[src/rtl/core/hsv_to_rgb_converter_top_defines.svh]
// assertion macros for the hsv to rgb converter
`ifndef HSV_TO_RGB_CONVERTER_TOP_DEFINES_SVH
`define HSV_TO_RGB_CONVERTER_TOP_DEFINES_SVH

// condition must hold whenever the antecedent holds, same cycle
`define H2R_ASSERT_IMP(label, ante, cons, msg) \
    label: assert property (@(posedge i_clk) disable iff (!i_rst_n) \
        (ante) |-> (cons)) else $error(msg);

// condition must hold in the cycle after the antecedent
`define H2R_ASSERT_NXT(label, ante, cons, msg) \
    label: assert property (@(posedge i_clk) disable iff (!i_rst_n) \
        (ante) |=> (cons)) else $error(msg);

`endif

[src/rtl/core/hsv2rgb_pkg.sv]
// shared types and constants for the hsv to rgb converter
`default_nettype none

package hsv2rgb_pkg;

    localparam int HUE_BITS    = 9;
    localparam int FRAC_BITS   = 6;
    localparam int SECTOR_BITS = 3;
    localparam int SECTOR_DEG  = 60;
    localparam int FULL_CIRCLE = 360;

    typedef logic [HUE_BITS-1:0]  t_hue;
    typedef logic [FRAC_BITS-1:0] t_frac;

    // named by which channel carries chroma and which carries the ramp
    typedef enum logic [SECTOR_BITS-1:0] {
        SEC_RG = 3'd0,
        SEC_GR = 3'd1,
        SEC_GB = 3'd2,
        SEC_BG = 3'd3,
        SEC_BR = 3'd4,
        SEC_RB = 3'd5
    } t_sector;

endpackage

`default_nettype wire

[src/rtl/core/hsv_to_rgb_converter_top.sv]
// hsv to rgb pixel converter, five stage pipeline
//
//   channel  valid         ready         payload
//   input    i_in_valid    o_in_ready    i_hue_deg, i_saturation, i_brightness
//   output   o_out_valid   i_out_ready   o_red, o_green, o_blue
//
// one pixel per cycle sustained while the output is not stalled; each result is registered at every stage
// stages: hue sector and s*v product, chroma by divide-by-max, ramp product,
// ramp divide-by-60 via reciprocal multiply, channel select with offset and clamp
// each stage holds only while every stage after it is full and the output stalls
// synchronous active-low reset clears the stage valid bits only
`default_nettype none

module hsv_to_rgb_converter_top #(
    parameter int CHANNEL_BITS = 8
) (
    input  wire logic                            i_clk,
    input  wire logic                            i_rst_n,
    input  wire logic                            i_in_valid,
    output logic                                 o_in_ready,
    input  wire logic [hsv2rgb_pkg::HUE_BITS-1:0] i_hue_deg,
    input  wire logic [CHANNEL_BITS-1:0]         i_saturation,
    input  wire logic [CHANNEL_BITS-1:0]         i_brightness,
    output logic                                 o_out_valid,
    input  wire logic                            i_out_ready,
    output logic [CHANNEL_BITS-1:0]              o_red,
    output logic [CHANNEL_BITS-1:0]              o_green,
    output logic [CHANNEL_BITS-1:0]              o_blue
);

    import hsv2rgb_pkg::*;

`include "hsv_to_rgb_converter_top_defines.svh"

    localparam int CB          = CHANNEL_BITS;
    localparam int PROD_BITS   = 2 * CB;
    // c*k + 30 stays below 64 * 2^CB
    localparam int RAMP_BITS   = CB + FRAC_BITS;
    localparam int RECIP_SHIFT = RAMP_BITS + FRAC_BITS;
    localparam int RECIP_BITS  = RECIP_SHIFT - FRAC_BITS + 1;
    localparam longint unsigned RECIP_L =
        ((64'd1 << RECIP_SHIFT) + SECTOR_DEG - 1) / SECTOR_DEG;
    localparam logic [RECIP_BITS-1:0] RECIP    = RECIP_BITS'(RECIP_L);
    localparam int QUOT_BITS   = RAMP_BITS + RECIP_BITS;
    localparam logic [CB-1:0]  MAXV     = '1;
    localparam logic [CB-1:0]  HALF_MAX = MAXV >> 1;

    // stage advance chain
    logic adv1, adv2, adv3, adv4, adv5;

    // stage 1 registers
    logic                 r_v1;
    t_sector              r_sec1;
    t_frac                r_frac1;
    logic [PROD_BITS-1:0] r_prod1;
    logic [CB-1:0]        r_val1;

    // stage 2 registers
    logic          r_v2;
    t_sector       r_sec2;
    logic [CB-1:0] r_c2;
    logic [CB-1:0] r_m2;
    t_frac         r_k2;

    // stage 3 registers
    logic                 r_v3;
    t_sector              r_sec3;
    logic [CB-1:0]        r_c3;
    logic [CB-1:0]        r_m3;
    logic [RAMP_BITS-1:0] r_ramp3;

    // stage 4 registers
    logic          r_v4;
    t_sector       r_sec4;
    logic [CB-1:0] r_c4;
    logic [CB-1:0] r_m4;
    logic [CB-1:0] r_x4;

    // output registers
    logic          r_v5;
    logic [CB-1:0] r_red5;
    logic [CB-1:0] r_green5;
    logic [CB-1:0] r_blue5;

    // combinational next values
    t_hue                 hue_w;
    t_hue                 hue_base;
    t_sector              n_sec1;
    t_frac                n_frac1;
    logic [PROD_BITS-1:0] n_prod1;
    logic [PROD_BITS-1:0] prod_rnd;
    logic [PROD_BITS:0]   c_sum;
    logic [CB-1:0]        n_c2;
    logic [CB-1:0]        n_m2;
    t_frac                n_k2;
    logic [RAMP_BITS-1:0] n_ramp3;
    logic [QUOT_BITS-1:0] quot_full;
    logic [CB-1:0]        n_x4;
    logic [CB-1:0]        sel_r, sel_g, sel_b;
    logic [CB:0]          sum_r, sum_g, sum_b;
    logic [CB-1:0]        n_red5, n_green5, n_blue5;

    always_comb begin
        adv5       = !r_v5 || i_out_ready;
        adv4       = !r_v4 || adv5;
        adv3       = !r_v3 || adv4;
        adv2       = !r_v2 || adv3;
        adv1       = !r_v1 || adv2;
        o_in_ready = adv1;
    end

    // stage 1: wrap hue, split into sector and offset, form s*v
    always_comb begin
        hue_w = (i_hue_deg >= HUE_BITS'(FULL_CIRCLE))
              ? i_hue_deg - HUE_BITS'(FULL_CIRCLE) : i_hue_deg;
        priority if (hue_w >= HUE_BITS'(5 * SECTOR_DEG)) begin
            n_sec1   = SEC_RB;
            hue_base = HUE_BITS'(5 * SECTOR_DEG);
        end else if (hue_w >= HUE_BITS'(4 * SECTOR_DEG)) begin
            n_sec1   = SEC_BR;
            hue_base = HUE_BITS'(4 * SECTOR_DEG);
        end else if (hue_w >= HUE_BITS'(3 * SECTOR_DEG)) begin
            n_sec1   = SEC_BG;
            hue_base = HUE_BITS'(3 * SECTOR_DEG);
        end else if (hue_w >= HUE_BITS'(2 * SECTOR_DEG)) begin
            n_sec1   = SEC_GB;
            hue_base = HUE_BITS'(2 * SECTOR_DEG);
        end else if (hue_w >= HUE_BITS'(SECTOR_DEG)) begin
            n_sec1   = SEC_GR;
            hue_base = HUE_BITS'(SECTOR_DEG);
        end else begin
            n_sec1   = SEC_RG;
            hue_base = '0;
        end
        n_frac1 = FRAC_BITS'(hue_w - hue_base);
        n_prod1 = PROD_BITS'(i_saturation) * PROD_BITS'(i_brightness);
    end

    // stage 2: rounded divide by 2^n-1 as (t + (t >> n) + 1) >> n
    always_comb begin
        prod_rnd = r_prod1 + PROD_BITS'(HALF_MAX);
        c_sum    = (PROD_BITS+1)'(prod_rnd) + (PROD_BITS+1)'(prod_rnd >> CB)
                 + (PROD_BITS+1)'(1);
        n_c2     = CB'(c_sum >> CB);
        n_m2     = r_val1 - n_c2;
        // odd sectors ramp down
        n_k2     = r_sec1[0] ? FRAC_BITS'(SECTOR_DEG) - r_frac1 : r_frac1;
    end

    // stage 3: ramp numerator with half for rounding
    always_comb begin
        n_ramp3 = RAMP_BITS'(r_c2) * RAMP_BITS'(r_k2) + RAMP_BITS'(SECTOR_DEG / 2);
    end

    // stage 4: divide by 60 through reciprocal multiply
    always_comb begin
        quot_full = QUOT_BITS'(r_ramp3) * QUOT_BITS'(RECIP);
        n_x4      = CB'(quot_full >> RECIP_SHIFT);
    end

    // stage 5: place chroma and ramp, add offset, clamp
    always_comb begin
        unique case (r_sec4)
            SEC_RG: begin
                sel_r = r_c4; sel_g = r_x4; sel_b = '0;
            end
            SEC_GR: begin
                sel_r = r_x4; sel_g = r_c4; sel_b = '0;
            end
            SEC_GB: begin
                sel_r = '0;   sel_g = r_c4; sel_b = r_x4;
            end
            SEC_BG: begin
                sel_r = '0;   sel_g = r_x4; sel_b = r_c4;
            end
            SEC_BR: begin
                sel_r = r_x4; sel_g = '0;   sel_b = r_c4;
            end
            default: begin
                sel_r = r_c4; sel_g = '0;   sel_b = r_x4;
            end
        endcase
        sum_r    = {1'b0, sel_r} + {1'b0, r_m4};
        sum_g    = {1'b0, sel_g} + {1'b0, r_m4};
        sum_b    = {1'b0, sel_b} + {1'b0, r_m4};
        n_red5   = sum_r[CB] ? MAXV : sum_r[CB-1:0];
        n_green5 = sum_g[CB] ? MAXV : sum_g[CB-1:0];
        n_blue5  = sum_b[CB] ? MAXV : sum_b[CB-1:0];
    end

    always_ff @(posedge i_clk) begin
        if (!i_rst_n) begin
            r_v1 <= 1'b0;
            r_v2 <= 1'b0;
            r_v3 <= 1'b0;
            r_v4 <= 1'b0;
            r_v5 <= 1'b0;
        end else begin
            if (adv1) r_v1 <= i_in_valid;
            if (adv2) r_v2 <= r_v1;
            if (adv3) r_v3 <= r_v2;
            if (adv4) r_v4 <= r_v3;
            if (adv5) r_v5 <= r_v4;
        end
    end

    always_ff @(posedge i_clk) begin
        if (adv1 && i_in_valid) begin
            r_sec1  <= n_sec1;
            r_frac1 <= n_frac1;
            r_prod1 <= n_prod1;
            r_val1  <= i_brightness;
        end
        if (adv2 && r_v1) begin
            r_sec2 <= r_sec1;
            r_c2   <= n_c2;
            r_m2   <= n_m2;
            r_k2   <= n_k2;
        end
        if (adv3 && r_v2) begin
            r_sec3  <= r_sec2;
            r_c3    <= r_c2;
            r_m3    <= r_m2;
            r_ramp3 <= n_ramp3;
        end
        if (adv4 && r_v3) begin
            r_sec4 <= r_sec3;
            r_c4   <= r_c3;
            r_m4   <= r_m3;
            r_x4   <= n_x4;
        end
        if (adv5 && r_v4) begin
            r_red5   <= n_red5;
            r_green5 <= n_green5;
            r_blue5  <= n_blue5;
        end
    end

    assign o_out_valid = r_v5;
    assign o_red       = r_red5;
    assign o_green     = r_green5;
    assign o_blue      = r_blue5;

    `H2R_ASSERT_IMP(a_chroma_within_value, r_v1, n_c2 <= r_val1, "chroma exceeds value")
    `H2R_ASSERT_IMP(a_frac_in_sector, r_v1, r_frac1 < FRAC_BITS'(SECTOR_DEG), "offset out of sector")
    `H2R_ASSERT_IMP(a_ramp_within_chroma, r_v4, r_x4 <= r_c4, "ramp exceeds chroma")
    `H2R_ASSERT_IMP(a_blocked_only_when_full, !o_in_ready, r_v1 && r_v2 && r_v3 && r_v4 && r_v5, "input blocked with a bubble in the pipe")
    `H2R_ASSERT_NXT(a_stall_keeps_result, r_v5 && !i_out_ready, r_v5, "stalled result dropped")

endmodule

`default_nettype wire
[config.mk]
export PLATFORM = sky130hd
export DESIGN_NAME = hsv_to_rgb_converter_top
export DESIGN_NICKNAME = d
export VERILOG_FILES = /design/src/rtl/core/hsv2rgb_pkg.sv /design/src/rtl/core/hsv_to_rgb_converter_top.sv
export VERILOG_INCLUDE_DIRS = /design/src /design/src/rtl/core
export SDC_FILE = /design/constraint.sdc
export NUM_CORES = 1
export LEC_CHECK = 0
export BUFFER_PORTS_ARGS = -buffer_cell sky130_fd_sc_hd__buf_2
export CAP_MARGIN = 10
export CORE_UTILIZATION = 35
export CTS_CLUSTER_SIZE = 40
export DETAILED_ROUTE_END_ITERATION = 10
export SETUP_SLACK_MARGIN = 0.05
export SLEW_MARGIN = 40
export SYNTH_ARGS = -nofsm -noshare
export SYNTH_HDL_FRONTEND = slang
export SYNTH_SLANG_ARGS = --single-unit
[constraint.sdc]
create_clock -name i_clk -period 5.97 [get_ports i_clk]
set_input_delay 0.8955 -clock i_clk [delete_from_list [all_inputs] [get_ports i_clk]]
set_output_delay 0.8955 -clock i_clk [all_outputs]
set_load 0.005 [all_outputs]
Word-level counts from Yosys, hierarchy flattened --
Cells that the tools add are included.
Operators by class: multiplexer cells 14, $mul 3, magnitude comparators 6, $add $sub $neg 11, reductions and logical operators 23, eq/ne operators 4
Operator list (number):
- case mux 8 bit (2 select lines) | 3
- 2-to-1 mux 6 bit | 6
- multiplier 14 x 15 -> 28 bit, second input constant | 1
- adder 8 x 8 -> 9 bit | 3
- greater-or-equal comparator 9 x 8 -> 1 bit, second input constant | 2
- greater-or-equal comparator 9 bit, second input constant | 2
- adder 16 x 1 -> 16 bit, second input constant | 1
- adder 16 x 7 -> 16 bit, second input constant | 1
- adder 16 x 8 -> 16 bit | 1
- multiplier 8 x 8 -> 16 bit | 1
- adder 14 x 5 -> 14 bit, second input constant | 1
- multiplier 8 x 6 -> 14 bit | 1
- OR reduction 2 bit | 7
- greater-or-equal comparator 9 x 6 -> 1 bit, second input constant | 1
- greater-or-equal comparator 9 x 7 -> 1 bit, second input constant | 1
- 2-to-1 mux 9 bit | 1
- subtractor 9 bit, second input constant | 1
- subtractor 8 bit | 1
- equality test 3 x 2 -> 1 bit, second input constant | 2
- subtractor 6 bit | 1
- subtractor 6 bit, first input constant | 1
- logical AND 1 bit | 5
- zero test 1 bit | 5
- logical OR 1 bit | 5
- 5 further kinds | 7
Word-level totals: register bits after elaboration 147

Depth between registers and ports, before layout --
depth in word-level cells 9, gate-level depth with buffers 21

Worst setup path after synthesis --
No wires, ideal clock.
path type input-to-reg, start point input i_brightness[7], end point register r_prod1[15], data pin, arrival time 4.760 ns, data required time 5.710 ns, library setup time 0.260 ns, buffers on the path 0, stages 18, path slack 0.950 ns, cells stage by stage nand2_1 -> fa_1 -> fa_1 -> inv_1 -> fa_1 -> inv_1 -> fa_1 -> inv_1 -> ha_1 -> a21boi_0 -> o21ai_0 -> a21boi_0 -> o21ai_0 -> nand2b_1 -> a21o_1 -> a21oi_1 -> o21ai_0 -> xnor2_1
On the way: cells in the longest elaborated chain, start to end 1
RTL lines:
- start: declaration | RTL line hsv_to_rgb_converter_top.sv:23 | input wire logic [CHANNEL_BITS-1:0] i_brightness,
- multiplier 8 x 8 -> 16 bit | RTL line hsv_to_rgb_converter_top.sv:136 | n_prod1 = PROD_BITS'(i_saturation) * PROD_BITS'(i_brightness);
- via n_prod1[15] | RTL line hsv_to_rgb_converter_top.sv:90 | logic [PROD_BITS-1:0] n_prod1;
- end signal: assignment | RTL line hsv_to_rgb_converter_top.sv:211 | r_prod1 <= n_prod1;
- end: declaration | RTL line hsv_to_rgb_converter_top.sv:55 | logic [PROD_BITS-1:0] r_prod1;
The timed path passes the listed nets, and every way through them passes these cells. A chain may end at the register's enable or synchronous reset.

Final worst setup path --
start point register r_prod1[0], end point register r_m2[7], data pin
On the way: cells in the longest elaborated chain, start to end 4
RTL lines:
- adder 16 x 7 -> 16 bit | RTL line hsv_to_rgb_converter_top.sv:141 | prod_rnd = r_prod1 + PROD_BITS'(HALF_MAX);
- adder 16 x 8 -> 16 bit | RTL line hsv_to_rgb_converter_top.sv:142 | c_sum = (PROD_BITS+1)'(prod_rnd) + (PROD_BITS+1)'(prod_rnd >> CB)
- adder 16 x 1 -> 16 bit | RTL line hsv_to_rgb_converter_top.sv:143 | + (PROD_BITS+1)'(1);
- subtractor 8 bit | RTL line hsv_to_rgb_converter_top.sv:145 | n_m2 = r_val1 - n_c2;
- via n_m2[7] | RTL line hsv_to_rgb_converter_top.sv:94 | logic [CB-1:0] n_m2;
- end signal: assignment | RTL line hsv_to_rgb_converter_top.sv:217 | r_m2 <= n_m2;
- end: declaration | RTL line hsv_to_rgb_converter_top.sv:62 | logic [CB-1:0] r_m2;
The timed path passes the listed nets, and every way through them passes these cells.

==> run_results.csv <==
group,metric,value,unit
status,status,"finished clean",
synthesis,async_reset_ff_frac,0,
worst_setup_path,path_class,"flop to flop",
route,routed_wl,23900,um
sta,fin_crit,5370,ps
worst_setup_path,critical_path_required,6140,ps
layout,drive_gt1_frac,0.0865,
layout,register_area,4360,um2
die,die_width,194,um
die,die_area,37700,um2
hold_path,min_path_cells,0,
placement,routabilityCongestion,0.864,
synthesis,synth_nets,1528,
synthesis,synth_area,12900,um2
worst_setup_path,cp-startpoint,"r_prod1[0]",
clock_tree,cts_buffer_depth,2,
worst_setup_path,crit_chain,"inv_1 > ha_1 > nor3b_1 > nand2_1 > nand3_1 > xor2_1 > inv_1 > ha_1 > a211oi_1 > nand2_1 > a211o_1 > o21a_1 > nor2b_1 > o21ai_0 > ha_1 > a21o_1 > o2111a_1 > a311oi_2 > maj3_2 > o21bai_1 > xnor2_1",
clock_tree,post_cts_resized,0,
worst_setup_path,path_max_fanout,5,
worst_setup_path,crit_family,"compound AO/OA/AOI/OAI gates",
global_routing,grt_usage,0.135,
power_and_ir_drop,vdd_drop_max,252,uV
clock_tree,cts_max_level,4,
sta,finClkSkew,10.4,ps
worst_setup_path,r2r_cells,21,
synthesis,synthCells,1220,
clock_tree,clk_pin_slew,70,ps
synthesis,synth_area_leaders,"edfxtp_1 33%, ha_1 19%, fa_1 14%",
synthesis,synth_warnings,0,
worst_setup_path,crit_path_end,"r_m2[7]",
route,wl_per_cell,13.6,um
layout,layoutNonFillerInstCount,1756,
synthesis,synth-seq-cells,147,
layout,n_antenna_cell,0,
worst_setup_path,critPathSlowestCell,"edfxtp_1",
global_routing,antenna_found_initial,0,
sta,setup_viol,0,
route,drc_errors,0,
sta,finalHoldViolCount,0,
worst_setup_path,cp_num_buf_inv,2,
clock_tree,postCtsHoldBufs,0,
sta,slew_headroom,0.499,
sta,rsz0062_at_grt,"no",
worst_setup_path,r2r_setup_slack,600,ps
worst_setup_path,crit_cells,21,
clock_tree,post_cts_buffers,0,
synthesis,synth_cell_types,61,
route,ant_nets,0,
route,drt-initial-drc-count,408,
worst_setup_path,worst_ep_arrival_time,5540,ps
die,coreArea,35900,um2
clock_tree,root_buffer,"clkbuf_16",
synthesis,synth.avg_cell_area,10.6,um2
global_routing,overflow,0,
die,start_util,0.359,
worst_setup_path,critical_path.max_stage_delay,440,ps
worst_setup_path,cpMostUsedCell,"ha_1",
sta,tightest_slew,751,ps
clock_tree,clkSinkCount,147,
die,fp.dieH,194,um
route,drt_pass1_iterations,4,
worst_setup_path,rr_endpoint,"r_m2[7]",
layout,fillers,3477,
clock_tree,cts-buffers-inserted,17,
layout,multi_input_area,7850,um2
synthesis,synth_ff_type,"edfxtp_1",
sta,slew_violations,0,
placement,portBuffers,54,
route,viasPerCell,4.80,
synthesis,synth_top_area_cell,"edfxtp_1",
die,rows,69,
power_and_ir_drop,cellPowerDensity,516,nW/um2
sta,clock.fmax,0.186,GHz
power_and_ir_drop,finalPower,0.00742,W
global_routing,grt_pass1_wl,41400,um
layout,fin_nets,1590,
synthesis,synth-edff-count,142,
layout,utilization,0.401,
power_and_ir_drop,p_leak,6.54,nW
clock_tree,insertion_delay,430,ps
placement,dp.cells,1723,
global_routing,grt_pass1_vias,8706,
job,max-cap-violations,0,
route,vias,8428,
placement,hpwl,19400,um
global_routing,grt_max_degree,35,
worst_setup_path,end_kind,"flop",
clock_tree,cts_tree,"yes",
worst_setup_path,r2r-start,"r_prod1[0]",
sta,fin_tns_setup,0,ps
die,io_pins,55,
sta,fin_crit_sh,0.899,
layout,layout_commonest_cell,"ha_1",
hold_path,hp-class,"flop to flop",
worst_setup_path,cp-start-kind,"flop",
sta,hold_slack,415,ps
layout,most-common-layout-cells,"191 x ha_1, 175 x inv_1, 143 x nand2_1",
synthesis,ys_seq_area_frac,0.338,
synthesis,yosysTopAreaCellShare,0.330,
layout,areaGrowthSynthToFinish,11.5,%
## layer usage
layer  GRT usage  wire length [um]  up-vias
li1            -                 -     4270
met5           0                 0        -
met2       0.244             12000      100
met4      0.0335               211        0
met3      0.0210               573       19
met1       0.166             11000     4039
## worst min path at each step
stage | from | end | slack [ps]
detailed placement | r_m2[4] | r_m3[4] | 400
finish | r_m2[7] | r_m3[7] | 420
global route | r_m2[6] | r_m3[6] | 420
floorplan | r_c3[0] | r_c4[0] | 400
global placement | r_m2[0] | r_m3[0] | 400
CTS | r_m2[7] | r_m3[7] | 420
## power breakdown
group	total, W	internal [W]	switching [W]	leakage (nW)
Sequential	0.00176	0.00155	0.000209	1.34
Clock	0.00111	0.000636	0.000475	0.297
Combinational	0.00456	0.00217	0.00239	4.90
## cell families (layout without fill, tap and decap cells)
kind of cell,count (synthesis),count (layout),share of synthesized area
AND/OR/NAND/NOR,307,307,0.116
adder cells (fa/ha/maj),282,282,0.324
AO/OA/AOI/OAI,193,193,0.0972
buffers and inverters,193,268,0.0564
flip-flops,147,147,0.338
XOR/XNOR,89,89,0.0610
multiplexers,9,9,0.00727
## registers in the layout, indices dropped and copies added (netlist names), 3 cells and up
| signal | cells |
|---|---|
| r_ramp3 | 14 |
| r_sec3 | 3 |
| r_m3 | 8 |
| r_c3 | 8 |
| r_c4 | 8 |
| r_sec4 | 3 |
| r_x4 | 8 |
| r_prod1 | 16 |
| r_sec1 | 3 |
| r_m2 | 8 |
| r_c2 | 8 |
| r_k2 | 6 |
| o_green | 8 |
| r_sec2 | 3 |
| o_red | 8 |
| r_val1 | 8 |
| r_m4 | 8 |
| r_frac1 | 6 |
| o_blue | 8 |
## synthesized netlist by cell type (all sizes together) (2+ instances only)
cell type and number:
a211oi 3, a21boi 6, a21o 21, a21oi 55, a22o 20, a31oi 8
and2 55, and3 4, and4 2, buf 4, clkbuf 14, dfxtp 5
edfxtp 142, fa 88, ha 191, inv 175, maj3 3, mux2 3
mux2i 6, nand2 143, nand2b 15, nand3 13, nand4 3, nor2 38
nor2b 15, nor3 6, nor4 2, o21a 6, o21ai 45, o21bai 13
o31ai 2, or3 4, or4b 2, xnor2 68, xor2 21
## per-stage QoR
step / instance area [um2] / worst slack [ps]
floorplan: 12900 / 950
global placement: 13700 / 509
detailed placement: 13800 / 387
CTS: 14400 / 555
global route: 14400 / 173
finish: 14400 / 601
## cell type report
class                      instances  area share
sequential                       147       0.303
timing repair buffer              61      0.0237
inverter                         175      0.0456
clock inverter                    15      0.0129
tap                              461      0.0401
multi-input combinational        880       0.545
clock buffer                      17      0.0295
Note: power is estimated with default switching activity, not from simulation.
